**src/hw/rtl/atdp_pkg.sv**
```systemverilog
// Shared types and constants for the ASCII three-axis decimal parser.
// Used by atdp_core and ascii_three_axis_decimal_parser_top; no dependencies.
`default_nettype none

package atdp_pkg;

    localparam int LINE_LIMIT_DEFAULT = 25;

    localparam int CHAR_W  = 8;
    localparam int AXIS_W  = 2;
    localparam int VALUE_W = 18;
    localparam int MAG_W   = 17;
    localparam int DIGIT_W = 4;

    localparam logic [CHAR_W-1:0] CH_NEWLINE = 8'd10;
    localparam logic [CHAR_W-1:0] CH_ZERO    = 8'd48;
    localparam logic [CHAR_W-1:0] CH_NINE    = 8'd57;
    localparam logic [CHAR_W-1:0] CH_EQUALS  = 8'd61;
    localparam logic [CHAR_W-1:0] CH_DOT     = 8'd46;
    localparam logic [CHAR_W-1:0] CH_MINUS   = 8'd45;

    localparam logic [AXIS_W-1:0] AXIS_X = 2'd0;
    localparam logic [AXIS_W-1:0] AXIS_Y = 2'd1;
    localparam logic [AXIS_W-1:0] AXIS_Z = 2'd2;

    typedef enum logic [1:0] {
        PH_WAIT = 2'd0,
        PH_X    = 2'd1,
        PH_Y    = 2'd2,
        PH_Z    = 2'd3
    } phase_t;

    typedef struct packed {
        logic                       valid;
        logic [AXIS_W-1:0]          axis;
        logic signed [VALUE_W-1:0]  value;
        logic                       last;
    } atdp_result_t;

endpackage

`default_nettype wire

```
**src/hw/rtl/atdp_core.sv**
```systemverilog
// Parser state and per-beat update: phase, sign, decimal digits, line position.
// Depends on atdp_pkg.
`default_nettype none

module atdp_core
    import atdp_pkg::*;
#(
    parameter int LINE_LIMIT = LINE_LIMIT_DEFAULT
) (
    input  wire logic               aclk,
    input  wire logic               aresetn,
    input  wire logic               step,
    input  wire logic [CHAR_W-1:0]  char_in,
    output atdp_result_t            result
);

    localparam int POS_W = $clog2(LINE_LIMIT + 1);

    phase_t               phase_reg, phase_next;
    logic                 neg_reg, neg_next;
    logic                 frac_reg, frac_next;
    logic                 fseen_reg, fseen_next;
    logic [DIGIT_W-1:0]   int2_reg, int2_next;
    logic [DIGIT_W-1:0]   int1_reg, int1_next;
    logic [DIGIT_W-1:0]   int0_reg, int0_next;
    logic [DIGIT_W-1:0]   frac1_reg, frac1_next;
    logic [POS_W-1:0]     pos_reg, pos_next;

    logic                 is_digit;
    logic [DIGIT_W-1:0]   digit;
    logic                 at_limit;
    logic                 emit;
    logic [MAG_W-1:0]     magnitude;

    assign is_digit = (char_in >= CH_ZERO) && (char_in <= CH_NINE);
    assign digit    = DIGIT_W'(char_in - CH_ZERO);
    assign at_limit = (pos_reg >= POS_W'(LINE_LIMIT));
    assign emit     = (char_in != CH_NEWLINE) && !at_limit && (char_in != CH_EQUALS)
                      && (phase_reg != PH_WAIT) && frac_reg && is_digit && fseen_reg;

    assign magnitude = MAG_W'(int2_reg) * MAG_W'(10000) + MAG_W'(int1_reg) * MAG_W'(1000)
                     + MAG_W'(int0_reg) * MAG_W'(100) + MAG_W'(frac1_reg) * MAG_W'(10)
                     + MAG_W'(digit);

    always_comb begin
        phase_next = phase_reg;
        neg_next   = neg_reg;
        frac_next  = frac_reg;
        fseen_next = fseen_reg;
        int2_next  = int2_reg;
        int1_next  = int1_reg;
        int0_next  = int0_reg;
        frac1_next = frac1_reg;
        pos_next   = pos_reg;
        if (char_in == CH_NEWLINE) begin
            phase_next = PH_WAIT;
            pos_next   = '0;
            neg_next   = 1'b0;
            frac_next  = 1'b0;
            fseen_next = 1'b0;
            int2_next  = '0;
            int1_next  = '0;
            int0_next  = '0;
            frac1_next = '0;
        end else if (!at_limit) begin
            pos_next = pos_reg + 1'b1;
            if (char_in == CH_EQUALS) begin
                phase_next = PH_X;
                neg_next   = 1'b0;
                frac_next  = 1'b0;
                fseen_next = 1'b0;
                int2_next  = '0;
                int1_next  = '0;
                int0_next  = '0;
                frac1_next = '0;
            end else if (phase_reg != PH_WAIT) begin
                if (!frac_reg) begin
                    if (char_in == CH_MINUS) begin
                        neg_next = 1'b1;
                    end else if (char_in == CH_DOT) begin
                        frac_next = 1'b1;
                    end else if (is_digit) begin
                        int2_next = int1_reg;
                        int1_next = int0_reg;
                        int0_next = digit;
                    end
                end else if (is_digit) begin
                    if (!fseen_reg) begin
                        fseen_next = 1'b1;
                        frac1_next = digit;
                    end else begin
                        case (phase_reg)
                            PH_X:    phase_next = PH_Y;
                            PH_Y:    phase_next = PH_Z;
                            default: phase_next = PH_WAIT;
                        endcase
                        neg_next   = 1'b0;
                        frac_next  = 1'b0;
                        fseen_next = 1'b0;
                        int2_next  = '0;
                        int1_next  = '0;
                        int0_next  = '0;
                        frac1_next = '0;
                    end
                end
            end
        end
    end

    always_comb begin
        result.valid = emit;
        result.last  = (phase_reg == PH_Z);
        result.value = neg_reg ? -$signed({1'b0, magnitude}) : $signed({1'b0, magnitude});
        case (phase_reg)
            PH_X:    result.axis = AXIS_X;
            PH_Y:    result.axis = AXIS_Y;
            default: result.axis = AXIS_Z;
        endcase
    end

    always_ff @(posedge aclk) begin
        if (!aresetn) begin
            phase_reg <= PH_WAIT;
            neg_reg   <= 1'b0;
            frac_reg  <= 1'b0;
            fseen_reg <= 1'b0;
            int2_reg  <= '0;
            int1_reg  <= '0;
            int0_reg  <= '0;
            frac1_reg <= '0;
            pos_reg   <= '0;
        end else if (step) begin
            phase_reg <= phase_next;
            neg_reg   <= neg_next;
            frac_reg  <= frac_next;
            fseen_reg <= fseen_next;
            int2_reg  <= int2_next;
            int1_reg  <= int1_next;
            int0_reg  <= int0_next;
            frac1_reg <= frac1_next;
            pos_reg   <= pos_next;
        end
    end

endmodule

`default_nettype wire

```
**src/hw/rtl/ascii_three_axis_decimal_parser_top.sv**
```systemverilog
// Top level: input beat register, parser core, result register.
// Depends on atdp_pkg and atdp_core.
//
//   channel | ports                                   | direction
//   --------+-----------------------------------------+----------
//   s_      | s_valid s_ready s_char_in               | in
//   m_      | m_valid m_ready m_axis m_value_hundredths m_last | out
//
// One beat per cycle unless results stall; bytes pass both registers to m_.
// The parser state updates once per beat as it moves from the input register.
// Synchronous active-low reset clears the parser; no clearing pass.
// A stalled result holds the input register; s_ready drops only while both
// registers are full and the waiting byte would produce a result.
`default_nettype none

module ascii_three_axis_decimal_parser_top
    import atdp_pkg::*;
#(
    parameter int LINE_LIMIT = LINE_LIMIT_DEFAULT
) (
    input  wire logic                       aclk,
    input  wire logic                       aresetn,
    input  wire logic                       s_valid,
    output      logic                       s_ready,
    input  wire logic [CHAR_W-1:0]          s_char_in,
    output      logic                       m_valid,
    input  wire logic                       m_ready,
    output      logic [AXIS_W-1:0]          m_axis,
    output      logic signed [VALUE_W-1:0]  m_value_hundredths,
    output      logic                       m_last
);

    logic                       in_valid_reg;
    logic [CHAR_W-1:0]          in_char_reg;
    logic                       out_valid_reg;
    logic [AXIS_W-1:0]          out_axis_reg;
    logic signed [VALUE_W-1:0]  out_value_reg;
    logic                       out_last_reg;

    atdp_result_t               res;
    logic                       out_free;
    logic                       advance;

    assign out_free = !out_valid_reg || m_ready;
    assign advance  = in_valid_reg && (!res.valid || out_free);
    assign s_ready  = !in_valid_reg || advance;

    atdp_core #(
        .LINE_LIMIT (LINE_LIMIT)
    ) u_core (
        .aclk    (aclk),
        .aresetn (aresetn),
        .step    (advance),
        .char_in (in_char_reg),
        .result  (res)
    );

    always_ff @(posedge aclk) begin
        if (!aresetn) begin
            in_valid_reg <= 1'b0;
        end else if (s_ready) begin
            in_valid_reg <= s_valid;
        end
    end

    always_ff @(posedge aclk) begin
        if (s_ready && s_valid) begin
            in_char_reg <= s_char_in;
        end
    end

    always_ff @(posedge aclk) begin
        if (!aresetn) begin
            out_valid_reg <= 1'b0;
        end else if (out_free) begin
            out_valid_reg <= advance && res.valid;
        end
    end

    always_ff @(posedge aclk) begin
        if (out_free && advance && res.valid) begin
            out_axis_reg  <= res.axis;
            out_value_reg <= res.value;
            out_last_reg  <= res.last;
        end
    end

    assign m_valid            = out_valid_reg;
    assign m_axis             = out_axis_reg;
    assign m_value_hundredths = out_value_reg;
    assign m_last             = out_last_reg;

`ifndef SYNTHESIS
    a_last_is_z: assert property (@(posedge aclk) disable iff (!aresetn)
        m_valid |-> (m_last == (m_axis == AXIS_Z)))
        else $error("last flag does not match z axis");

    a_axis_range: assert property (@(posedge aclk) disable iff (!aresetn)
        m_valid |-> (m_axis != 2'd3))
        else $error("axis code out of range");

    a_value_range: assert property (@(posedge aclk) disable iff (!aresetn)
        m_valid |-> ((m_value_hundredths <= 18'sd99999)
                     && (m_value_hundredths >= -18'sd99999)))
        else $error("value out of range");

    a_result_lands: assert property (@(posedge aclk) disable iff (!aresetn)
        (advance && res.valid) |=> m_valid)
        else $error("produced result not registered");

    a_stall_full: assert property (@(posedge aclk) disable iff (!aresetn)
        !s_ready |-> (in_valid_reg && out_valid_reg && !m_ready))
        else $error("input stalled without full result register");
`endif

endmodule

`default_nettype wire

```
**config.mk**
```make
export PLATFORM = sky130hd
export DESIGN_NAME = ascii_three_axis_decimal_parser_top
export DESIGN_NICKNAME = d
export VERILOG_FILES = /design/src/hw/rtl/atdp_pkg.sv /design/src/hw/rtl/atdp_core.sv /design/src/hw/rtl/ascii_three_axis_decimal_parser_top.sv
export SDC_FILE = /design/constraint.sdc
export NUM_CORES = 1
export LEC_CHECK = 0
export BUFFER_PORTS_ARGS = -buffer_cell sky130_fd_sc_hd__buf_2
export CORE_ASPECT_RATIO = 1.25
export CORE_MARGIN = 1.5
export CORE_UTILIZATION = 48
export CTS_BUF_LIST = sky130_fd_sc_hd__clkbuf_8
export CTS_CLUSTER_DIAMETER = 80
export CTS_CLUSTER_SIZE = 20
export DETAILED_ROUTE_END_ITERATION = 12
export HOLD_SLACK_MARGIN = 0.02
export PLACE_DENSITY = 0.69
export REMOVE_ABC_BUFFERS = 1
export SKIP_LAST_GASP = 1
export SYNTH_ARGS = -nofsm -noshare
export SYNTH_HDL_FRONTEND = slang
export SYNTH_SLANG_ARGS = --single-unit
```
**constraint.sdc**
```tcl
create_clock -name aclk -period 5.5 [get_ports aclk]
set_input_delay 0.55 -clock aclk [delete_from_list [all_inputs] [get_ports aclk]]
set_output_delay 0.55 -clock aclk [all_outputs]
set_load 0.005 [all_outputs]
```
### After elaboration in Yosys (flattened, before gate mapping)

Cells that the tools add are included.

* equality and inequality tests: 14
* $add $sub $neg: 7
* muxes and demuxes: 68
* reductions and logical operators: 31
* multipliers: 4
* order comparisons: 3

Operator list (count)
* 2-to-1 mux 4 bit: 33
* == test 8 x 6 -> 1 bit (second input constant): 3
* 2-to-1 mux 1 bit: 23
* negator 17 -> 18 bit: 1
* adder 17 x 11 -> 17 bit: 1
* adder 17 x 14 -> 17 bit: 1
* adder 17 x 4 -> 17 bit: 1
* adder 17 x 8 -> 17 bit: 1
* 2-to-1 mux 17 bit: 1
* 2-to-1 mux 2 bit: 7
* multiplier 4 x 10 -> 13 bit (second input constant): 1
* logical AND 1 bit: 12
* AND reduction 6 bit: 2
* nonzero test 3 bit: 4
* multiplier 4 x 7 -> 11 bit (second input constant): 1
* 2-to-1 mux 5 bit: 2
* multiplier 4 x 5 -> 9 bit (second input constant): 1
* == test 8 x 4 -> 1 bit (second input constant): 1
* greater-or-equal comparator 8 x 6 -> 1 bit (second input constant): 1
* <= comparator 8 x 6 -> 1 bit (second input constant): 1
* inequality test 4 x 1 -> 1 bit (second input constant): 2
* inequality test 4 bit (second input constant): 2
* inequality test 8 x 4 -> 1 bit (second input constant): 1
* inequality test 8 x 6 -> 1 bit (second input constant): 1
* other kinds (16): 23

* flip-flop bits (word level): 57
* input bits: 12
* output and inout bits: 23
* logic and storage cells: 143

### Depth between registers and ports, before layout

Gate-level depths: netlist of run 1.

* depth in word-level cells: 13
* gate-level depth with buffers: 22
* mapped depth without buffers: 22

### Cells and area by module

A second synthesis of run 1 with hierarchy kept.

* cells, all modules: 512
* area, all modules: 5026.1 sq um

By module, submodules not included
* atdp_core: area each 4037.6 sq um, sequential area each 520.5 sq um, cells each 471, instances 1
* ascii_three_axis_decimal_parser_top: area each 988.4 sq um, sequential area each 910.9 sq um, cells each 41, instances 1

### Least setup slack after synthesis of run 1

Ideal clock, no wire load.

* path type: register -> register
* from: register u_core.int1_reg[1]
* to: register out_value_reg[17], in the netlist m_value_hundredths[17], data pin
* setup time: 0.259 ns
* required time: 5.241 ns
* setup slack: 0.085 ns
* arrival time: 5.156 ns
* stages on the path, launching flop included: 19
* path buffers: 0
* cells stage by stage: dfxtp_1 -> fa_1 -> inv_1 -> fa_1 -> inv_1 -> ha_1 -> a21oi_1 -> xnor2_1 -> fa_1 -> inv_1 -> ha_1 -> ha_1 -> nor3b_1 -> a311oi_1 -> o311ai_1 -> or2_0 -> or3_4 -> or4_1 -> o31a_1

* longest elaborated chain between the ends: 6

RTL lines
* start, declared: line atdp_core.sv:24 `logic [DIGIT_W-1:0] int1_reg, int1_next;`
* start signal, assigned: line atdp_core.sv:138 `int1_reg <= int1_next;`
* multiplier 4 x 7 -> 11 bit: line atdp_core.sv:41 `assign magnitude = MAG_W'(int2_reg) * MAG_W'(10000) + MAG_W'(int1_reg) * MAG_W'(1000)`
* adder 17 x 14 -> 17 bit: line atdp_core.sv:41
* adder 17 x 11 -> 17 bit: line atdp_core.sv:42 `+ MAG_W'(int0_reg) * MAG_W'(100) + MAG_W'(frac1_reg) * MAG_W'(10)`
* adder 17 x 8 -> 17 bit: line atdp_core.sv:42
* adder 17 x 4 -> 17 bit: line atdp_core.sv:43 `+ MAG_W'(digit);`
* negator 17 -> 18 bit: line atdp_core.sv:113 `result.value = neg_reg ? -$signed({1'b0, magnitude}) : $signed({1'b0, magnitude});`
* end signal, assigned: line ascii_three_axis_decimal_parser_top.sv:83 `out_value_reg <= res.value;`
* end, declared: line ascii_three_axis_decimal_parser_top.sv:37 `logic signed [VALUE_W-1:0] out_value_reg;`

No other way between the ends.
A chain may end at the register's enable or synchronous reset.

### Worst setup path in the final report of run 1

* from: register u_core.int1_reg[2]
* to: register out_value_reg[17], in the netlist m_value_hundredths[17], data pin

Same word-level chain as after synthesis.

==> impl_metrics.csv, run 1 <==
group,metric,value,unit
status,outcome,"finished clean",
worst_setup_path,crit_buf_inv,5,
worst_setup_path,cp-start-kind,"register",
placement,placed_cells_incl_taps,688,
clocking,htree_levels,3,
sta,drv_slew,0,
clocking,cts-buffers-inserted,9,
die,die-height,116,µm
worst_setup_path,path_cells,"fa_1 > inv_2 > fa_1 > inv_1 > ha_4 > buf_4 > a21o_1 > a21oi_2 > buf_4 > xnor2_1 > fa_1 > inv_1 > ha_4 > ha_2 > o41ai_1 > a211oi_1 > o211ai_1 > nand2b_1 > or4_1 > o31a_1",
synthesis,ys_types,66,
die,core,10100,µm²
placement,dp_hpwl,7.62,mm
routing,wl_per_cell,14.1,µm
sta,hold_ws,0.373,ns
clocking,numClockSinks,57,
die,rows,41,
synthesis,synth_edf_count,29,
die,start_util,0.492,
worst_setup_path,r2r_slack,0.19,ns
synthesis,yosysWarnings,0,
routing,drtIter0Drc,158,
synthesis,synthCells,515,
synthesis,synthesis.area,4950,µm²
sta,fin_crit,5.31,ns
worst_setup_path,arrival,5.41,ns
synthesis,ys_ff_latch,57,
worst_hold_path,worstHoldPathType,"in -> reg",
placement,dp_slack,-0.0690,ns
finish,fin_nets,683,
global_route,grt_max_degree,31,
clocking,cts_tree,"built",
sta,hold_viol,0,
finish,largest_reg_flops,18,
worst_setup_path,critPathRequiredTime,5.60,ns
clocking,clkTransAtPathRegs,0.06,ns
worst_setup_path,path_class,"reg -> reg",
clocking,clockBufferDepth,2,
sta,fin_crit_sh,0.966,
routing,vias_per_cell,5.39,
sta,fin_ws,0.186,ns
sta,fmax,188,MHz
synthesis,async_reset_ff_frac,0,
finish,final_common_cell,"inv_1",
routing,postRouteAntennaNets,0,
placement,gp_congestion,0.865,
worst_setup_path,crit_top_cell,"fa_1",
finish,syn_to_final_growth,17.8,%
worst_setup_path,critPathMaxStageDelay,0.57,ns
clocking,cts-hold-fix-buffers,0,
routing,drcViolationCount,0,
die,ioPinCount,35,
finish,antennaDiodeCount,0,
synthesis,syn-mean-instance-area,9.60,µm²
worst_setup_path,cp_max_fo,6,
worst_setup_path,end_kind,"register",
global_route,grt_pass1_wl,16.5,mm
clocking,worstSkewPairLatency,0.35,ns
sta,worstMarginPinSlew,1.01,ns
finish,fin_util,0.580,
pwr,power.density,159,nW/µm²
die,die-area,10900,µm²
sta,slew_headroom,0.325,
finish,mostFrequentLayoutCells,"70 x inv_1, 57 x ha_1, 37 x nand2_1",
worst_setup_path,critical_path.top_delay_family,"adder cells",
pwr,vdd_drop_max,0.000221,V
synthesis,ys_seq_area_frac,0.289,
worst_setup_path,cpMaxStageDelayCell,"fa_1",
finish,final-instance-count-excl-fill,707,
global_route,grt_pass1_vias,3924,
sta,skew,0.00700,ns
clocking,cts-root-buf,"clkbuf_8",
sta,setup-tns-final,0,ns
sta,setup_viol,0,
job,drv_cap,0,
routing,vias,3810,
global_route,overflow,0,
routing,first_pass_iters,4,
pwr,p_leak,2.58,nW
synthesis,ys.flop_type,"edfxtp_1",
finish,final_layout_size_suffix_gt1_frac,0.183,
routing,routed_wl,9.96,mm
global_route,track_usage,0.193,
global_route,antenna_found_initial,0,
placement,place.port_buffers,34,
die,die_x,93.8,µm
-- power breakdown --
group          switching, W  internal [W]  leakage [nW]  total [W]
Clock              0.000172      0.000264         0.110   0.000436
Combinational     0.0000202     0.0000147          2.00  0.0000350
Sequential       0.00000776      0.000450         0.471   0.000458
Total              0.000200      0.000729          2.58   0.000929
-- path summary, 6_finish.rpt --
| kind | from | end | cells after the start |
|---|---|---|---|
| setup / recovery | u_core.int1_reg[2] | m_value_hundredths[17] | 20 |
| hold / removal | s_char_in[1] | in_char_reg[1] | 1 |
| setup reg to reg | u_core.int1_reg[2] | m_value_hundredths[17] | 20 |
| hold reg to reg | u_core.pos_reg[4] | u_core.pos_reg[4] | 2 |
-- final cells by class --
cell class	instances	area, µm²
flip-flops and latches	57	1440
well taps	129	161
clock buffers	10	138
multi-input cells	375	3390
clock inverters	6	81.3
inverters	73	274
repair buffers	57	343
fillers	864	4230
-- stage by stage --
stage          power (W)  instance area [µm²]
2_1_floorplan   0.000488                 4900
4_1_cts         0.000938                 5650
3_3_place_gp    0.000501                 5380
5_1_grt         0.000959                 5830
3_5_place_dp    0.000503                 5380
6_report        0.000929                 5830
-- routing by layer --
layer	wire (µm)	track usage
met3	289	0.0358
met1	3980	0.199
met4	301	0.108
met5	0	0
met2	5400	0.363
-- cell usage after synthesis (2+ instances only) --
cell / number / area (µm²)
inv_1: 73 / 274
ha_1: 71 / 888
nand2_1: 37 / 139
edfxtp_1: 29 / 871
dfxtp_1: 28 / 561
fa_1: 27 / 541
o21ai_0: 26 / 130
xnor2_1: 26 / 228
nor2_1: 22 / 82.6
nand3_1: 19 / 95.1
a21oi_1: 17 / 85.1
xor2_1: 11 / 96.3
a21o_1: 7 / 52.6
clkbuf_1: 6 / 22.5
nand2b_1: 6 / 37.5
nor2b_1: 6 / 37.5
a31oi_1: 5 / 31.3
and2_1: 5 / 31.3
nand4_1: 5 / 31.3
nor3_1: 5 / 25.0
o31ai_1: 5 / 37.5
or4_1: 5 / 37.5
a211oi_1: 4 / 30.0
a21boi_1: 4 / 30.0
o211ai_1: 4 / 30.0
o21ai_1: 4 / 20.0
o21bai_1: 4 / 30.0
or3_1: 4 / 25.0
nand3b_1: 3 / 22.5
o2111ai_1: 3 / 26.3
and3_1: 2 / 12.5
buf_2: 2 / 10.0
mux2i_1: 2 / 20.0
nor3b_1: 2 / 15.0
o21a_1: 2 / 15.0
o31a_1: 2 / 17.5
o41ai_1: 2 / 17.5
or2_0: 2 / 12.5
-- logic make-up after synthesis --
kind of cell,share of synthesized area
XOR/XNOR,0.0701
AND/OR/NAND/NOR,0.141
adder cells (fa/ha/maj),0.289
flip-flops,0.289
buffers and inverters,0.0643
AO/OA/AOI/OAI,0.143
multiplexers,0.00405
-- timing repair --
item	CTS	global route
setup buffers	1	2
endpoints found under the setup margin	1	4
resized for setup	8	26
pin swaps	2	19
No activity file was read; power rests on OpenSTA's default activity.
==> inputs of run 2 (changes only) <==
--- a/config.mk
+++ b/config.mk
@@ -14,7 +14,7 @@
 export CTS_CLUSTER_SIZE = 20
 export DETAILED_ROUTE_END_ITERATION = 12
 export HOLD_SLACK_MARGIN = 0.02
-export PLACE_DENSITY = 0.69
+export PLACE_DENSITY = 0.68
 export REMOVE_ABC_BUFFERS = 1
 export SKIP_LAST_GASP = 1
 export SYNTH_ARGS = -nofsm -noshare
==> run 2 against run 1 <==
Global-route usage fell by 0.14 points. Power increased by 7.0%. Wire length grew 2.7%. Non-clock buffer count shrank 1. First-iteration DRC count down 47%. Via count grew 0.89%. Highest routed layer unchanged. Sequential share of layout area barely moved. Register-to-register slack worse by 0.07 ns. Maximum frequency fell by 1.3%. Critical path type unchanged.
==> impl_metrics.csv, run 2 (same netlist as run 1, synthesis figures left out) <==
group,metric,value,unit
status,outcome,"finished clean",
sta,slew_headroom,0.306,
die,core,10100,µm²
finish,nFillCells,879,
routing,drtIter0Drc,84,
global_route,overflow,0,
routing,wl_per_cell,14.5,µm
sta,setup-tns-final,0,ns
global_route,grt_pass1_vias,3841,
job,drv_cap,0,
die,start_util,0.492,
worst_setup_path,critPathRequiredTime,5.60,ns
pwr,total_power,0.000994,W
pwr,vdd_drop_max,0.000185,V
placement,dp_slack,-0.107,ns
clocking,worstSkewPairLatency,0.35,ns
worst_setup_path,path_class,"reg -> reg",
finish,final-instance-count-excl-fill,706,
global_route,grt_max_degree,31,
sta,setup_viol,0,
die,rows,41,
sta,fmax,186,MHz
finish,final_common_cell,"inv_1",
pwr,p_leak,2.59,nW
worst_setup_path,cp-start-kind,"register",
routing,postRouteAntennaNets,0,
routing,vias,3844,
die,die-height,116,µm
clocking,cts-hold-fix-buffers,0,
clocking,cts_tree,"built",
die,ioPinCount,35,
placement,placed_cells_incl_taps,688,
worst_setup_path,cp_max_fo,7,
routing,routed_wl,10.2,mm
placement,gp_congestion,0.879,
sta,skew,0.00812,ns
placement,dp_hpwl,7.96,mm
clocking,clkTransAtPathRegs,0.07,ns
clocking,clockBufferDepth,2,
sta,worstMarginPinSlew,1.04,ns
clocking,cts-root-buf,"clkbuf_8",
global_route,track_usage,0.191,
clocking,numClockSinks,57,
finish,mostFrequentLayoutCells,"72 x inv_1, 60 x ha_1, 37 x nand2_1",
placement,post_dp_cell_area,5380,µm²
placement,place.port_buffers,34,
sta,fin_ws,0.118,ns
sta,fin_crit_sh,0.979,
routing,first_pass_iters,4,
worst_setup_path,arrival,5.48,ns
pwr,power.density,171,nW/µm²
clocking,cts-buffers-inserted,9,
routing,vias_per_cell,5.44,
routing,drcViolationCount,0,
die,die-area,10900,µm²
sta,fin_crit,5.38,ns
clocking,htree_levels,3,
finish,antennaDiodeCount,0,
finish,syn_to_final_growth,17.4,%
global_route,antenna_found_initial,0,
finish,largest_reg_flops,18,
finish,stdcell_area,5810,µm²
finish,fin_nets,682,
worst_hold_path,worstHoldPathType,"in -> reg",
sta,hold_viol,0,
global_route,grt_pass1_wl,16.3,mm
die,die_x,93.8,µm
sta,drv_slew,0,
worst_setup_path,end_kind,"register",
finish,final_layout_size_suffix_gt1_frac,0.175,
## run 2: changes by cell type in the layout (fill, tap and decap cells not counted), sizes merged
cell      previous run  this run
buf                 57        56
bufinv               2         3
clkbuf              10         9
clkinvlp             1         0
inv                 73        74
## run 2: what timing repair did
item / CTS / global route
resized for setup: 5 / 23
pin swaps: 0 / 10
endpoints found under the setup margin: 2 / 5
setup buffers: 0 / 2
endpoints found under the hold margin: 0 / 0
## run 2: area by class of cell
class | count | area, µm² | share of cell area
inverters | 73 | 274 | 0.0472
clock inverters | 7 | 128 | 0.0220
clock buffers | 9 | 124 | 0.0213
well taps | 129 | 161 | 0.0278
flip-flops and latches | 57 | 1430 | 0.247
repair buffers | 56 | 335 | 0.0578
multi-input cells | 375 | 3350 | 0.577
## run 2: worst max-delay path: stages (launching register included)
cell      delay (ns)
dfxtp_2         0.38
fa_1            0.57
inv_1           0.08
fa_1            0.52
inv_1           0.07
ha_4            0.26
a21oi_4         0.16
xnor2_1         0.10
fa_1            0.50
inv_1           0.04
ha_1            0.32
ha_4            0.28
nor3b_1         0.14
a311oi_1        0.21
o311ai_1        0.15
or2_0           0.25
or3_4           0.34
or4_1           0.47
o31a_1          0.30
## run 2: per-stage QoR
stage / hold WS, ns / util
2_1_floorplan: 0.432 / -
3_3_place_gp: 0.457 / 0.535
3_5_place_dp: 0.467 / 0.535
4_1_cts: 0.357 / 0.563
5_1_grt: 0.352 / 0.577
6_report: 0.370 / 0.577
## run 2: final timing paths
path	end	startpoint	slack (ns)	cells past startpoint
worst max register to register	m_value_hundredths[17]	u_core.int1_reg[1]	0.12	18
worst min register to register	u_core.pos_reg[4]	u_core.pos_reg[4]	0.48	2
worst max-delay path	m_value_hundredths[17]	u_core.int1_reg[1]	0.12	18
worst min-delay path	in_char_reg[0]	s_char_in[0]	0.37	1
## run 2: power breakdown
| group | internal, W | leakage, nW | switching, W |
|---|---|---|---|
| clock network | 0.000306 | 0.126 | 0.000193 |
| registers | 0.000451 | 0.471 | 0.00000800 |
| logic | 0.0000150 | 1.99 | 0.0000211 |
| total | 0.000772 | 2.59 | 0.000222 |
## run 2: routing by layer
metal	vias to the layer above	global-route usage	share of wire	routed length, µm
met5	-	0	0	0
met4	0	0.0896	0.026	270
met3	24	0.0371	0.029	299
met2	76	0.384	0.55	5610
met1	1828	0.184	0.40	4040
li1	1916	-	-	-
==> inputs of run 3 (changes only) <==
==> constraint.sdc (replaced) <==
create_clock -name aclk -period 4.4 [get_ports aclk]
set_input_delay 0.44 -clock aclk [delete_from_list [all_inputs] [get_ports aclk]]
set_output_delay 0.44 -clock aclk [all_outputs]
set_load 0.005 [all_outputs]
==> run 3 against run 2 <==
The flow now finishes with violations (negative setup slack). Combinational power up 59%. Power up 26%. Via count up 12%. Final cell count up 12%. Sequential share of layout area down 3.8 points. Largest cell class unchanged. Highest routed layer unchanged.
==> impl_metrics.csv, run 3 (same netlist as run 1, synthesis figures left out) <==
group,metric,value,unit
routing,routed_wl,13.0,mm
global_route,antenna_found_initial,0,
sta,fin_crit_sh,1.21,
status,outcome,"finished, violations left",
placement,dp_hpwl,8.60,mm
worst_setup_path,arrival,5.41,ns
worst_setup_path,regToRegEndpoint,"m_value_hundredths[17]",
die,ioPinCount,35,
worst_setup_path,rr_worst_depth,16,
routing,wl_per_cell,16.4,µm
worst_setup_path,critPathRequiredTime,4.51,ns
worst_hold_path,worstHoldPathCells,1,
worst_setup_path,cp_max_fo,4,
routing,postRouteAntennaNets,0,
worst_setup_path,cpMaxStageDelayCell,"fa_1",
die,die-area,10900,µm²
sta,setup_viol,10,
finish,nFillCells,719,
status,violations,"negative setup slack",
worst_hold_path,worstHoldEndpoint,"in_char_reg[5]",
sta,skew,0.0139,ns
global_route,grt_pass1_wl,19.8,mm
placement,placed_cells_incl_taps,752,
clocking,cts-hold-fix-buffers,0,
worst_setup_path,path_cells,"buf_6 > ha_4 > fa_1 > inv_1 > fa_1 > fa_1 > fa_1 > inv_2 > ha_4 > buf_6 > a211oi_2 > nor2_1 > or4_4 > or3_4 > or4_1 > o31a_1",
placement,place.port_buffers,34,
worst_setup_path,end_kind,"register",
worst_setup_path,r2r_slack,-0.91,ns
worst_hold_path,hp-start,"s_char_in[5]",
worst_setup_path,rr_startpoint,"u_core.int1_reg[1]",
sta,setup-tns-final,-6.68,ns
clocking,worstSkewPairLatency,0.36,ns
routing,first_pass_iters,4,
placement,gp_congestion,0.926,
clocking,cts-buffers-inserted,9,
finish,final_layout_size_suffix_gt1_frac,0.355,
global_route,grt_pass1_vias,4463,
finish,syn_to_final_growth,39.3,%
clocking,htree_levels,3,
finish,largest_reg_flops,18,
worst_setup_path,critPathMaxStageDelay,0.53,ns
sta,fmax,188,MHz
clocking,numClockSinks,57,
routing,drcViolationCount,0,
global_route,met2_usage,0.443,
die,die-height,116,µm
global_route,grt_max_degree,31,
die,core,10100,µm²
worst_setup_path,critical_path.top_delay_family,"adder cells",
finish,mostFrequentLayoutCells,"93 x buf_4, 64 x inv_1, 51 x ha_1",
finish,final-instance-count-excl-fill,793,
sta,slew_headroom,0.280,
pwr,total_power,0.00126,W
worst_setup_path,crit_cells,16,
pwr,vdd_drop_max,0.000241,V
worst_setup_path,path_class,"reg -> reg",
finish,fin_nets,769,
global_route,grt_busiest_layer,"met2",
die,start_util,0.492,
job,drv_cap,0,
sta,rsz0062_at_grt,"true",
sta,fin_ws,-0.907,ns
die,rows,41,
worst_setup_path,crit_buf_inv,4,
sta,worstMarginPinSlew,1.08,ns
routing,drtIter0Drc,167,
global_route,met1_usage,0.232,
clocking,cts_tree,"built",
global_route,overflow,0,
routing,vias_per_cell,5.44,
clocking,clkTransAtPathRegs,0.07,ns
finish,final_common_cell,"buf_4",
die,die_x,93.8,µm
sta,drv_slew,0,
clocking,cts-root-buf,"clkbuf_8",
pwr,power.density,182,nW/µm²
global_route,met3_usage,0.0443,
global_route,track_usage,0.234,
routing,vias,4310,
worst_hold_path,worstHoldPathType,"in -> reg",
worst_setup_path,crit_top_cell,"fa_1",
worst_setup_path,cp-start-kind,"register",
sta,fin_crit,5.31,ns
sta,hold_ws,0.257,ns
clocking,clockBufferDepth,2,
sta,hold_viol,0,
pwr,p_leak,3.10,nW
finish,antennaDiodeCount,0,
## run 3: cell types whose count changed in the layout (fill, tap and decap cells not counted), sizes merged
| cell | before | now |
|---|---|---|
| buf | 56 | 143 |
| clkinvlp | 0 | 2 |
| clkbuf | 9 | 10 |
| clkinv | 3 | 0 |
## run 3: repair_timing
action,CTS,global route
setup endpoints to repair,10,10
pin swaps,46,53
gates resized for setup,65,42
setup buffers,11,16
## run 3: cell type report
cell class                      count  area, µm²  share of cell area
Timing Repair Buffer              143       1050               0.152
Sequential cell                    57       1440               0.209
Clock inverter                      6        114              0.0165
Tap cell                          129        161              0.0234
Multi-Input combinational cell    375       3710               0.539
Inverter                           73        277              0.0401
Clock buffer                       10        138              0.0200
## run 3: worst max path at each step
stage | to | from
after CTS | m_value_hundredths[17] | u_core.int1_reg[3]
after floorplan | m_value_hundredths[17] | u_core.int1_reg[1]
after global placement | m_value_hundredths[17] | u_core.int1_reg[1]
after detailed placement | m_value_hundredths[17] | u_core.int1_reg[1]
final | m_value_hundredths[17] | u_core.int1_reg[1]
after global routing | m_value_hundredths[16] | u_core.int1_reg[3]
## run 3: routing by layer
layer  share of wire  wire length (µm)  up-vias
met5               0                 0        -
met4           0.055               723        0
met3           0.035               455       59
met2            0.55              7110      122
met1            0.36              4750     2029
li1                -                 -     2100
## run 3: power by group
group	internal, W	switching [W]
Clock	0.000393	0.000236
Sequential	0.000562	0.00000835
Combinational	0.0000260	0.0000314
Total	0.000981	0.000276
## run 3: metrics by stage
step | utilization | setup slack (ns) | cell area, µm²
2_1_floorplan | - | -1.01 | 4900
3_3_place_gp | 0.583 | -1.08 | 5860
3_5_place_dp | 0.583 | -1.14 | 5860
4_1_cts | 0.656 | -0.736 | 6600
5_1_grt | 0.685 | -1.09 | 6890
6_report | 0.685 | -0.907 | 6890
## run 3: worst register-to-register path: cells and delay by family, from the launching register on
kind	cells	cell delay, ns
DFF	1	0.36
AOI/OAI and AO/OA	2	0.50
buffers and inverters	4	0.37
and+or+nand+nor	4	1.41
adders and majority gates	6	2.43
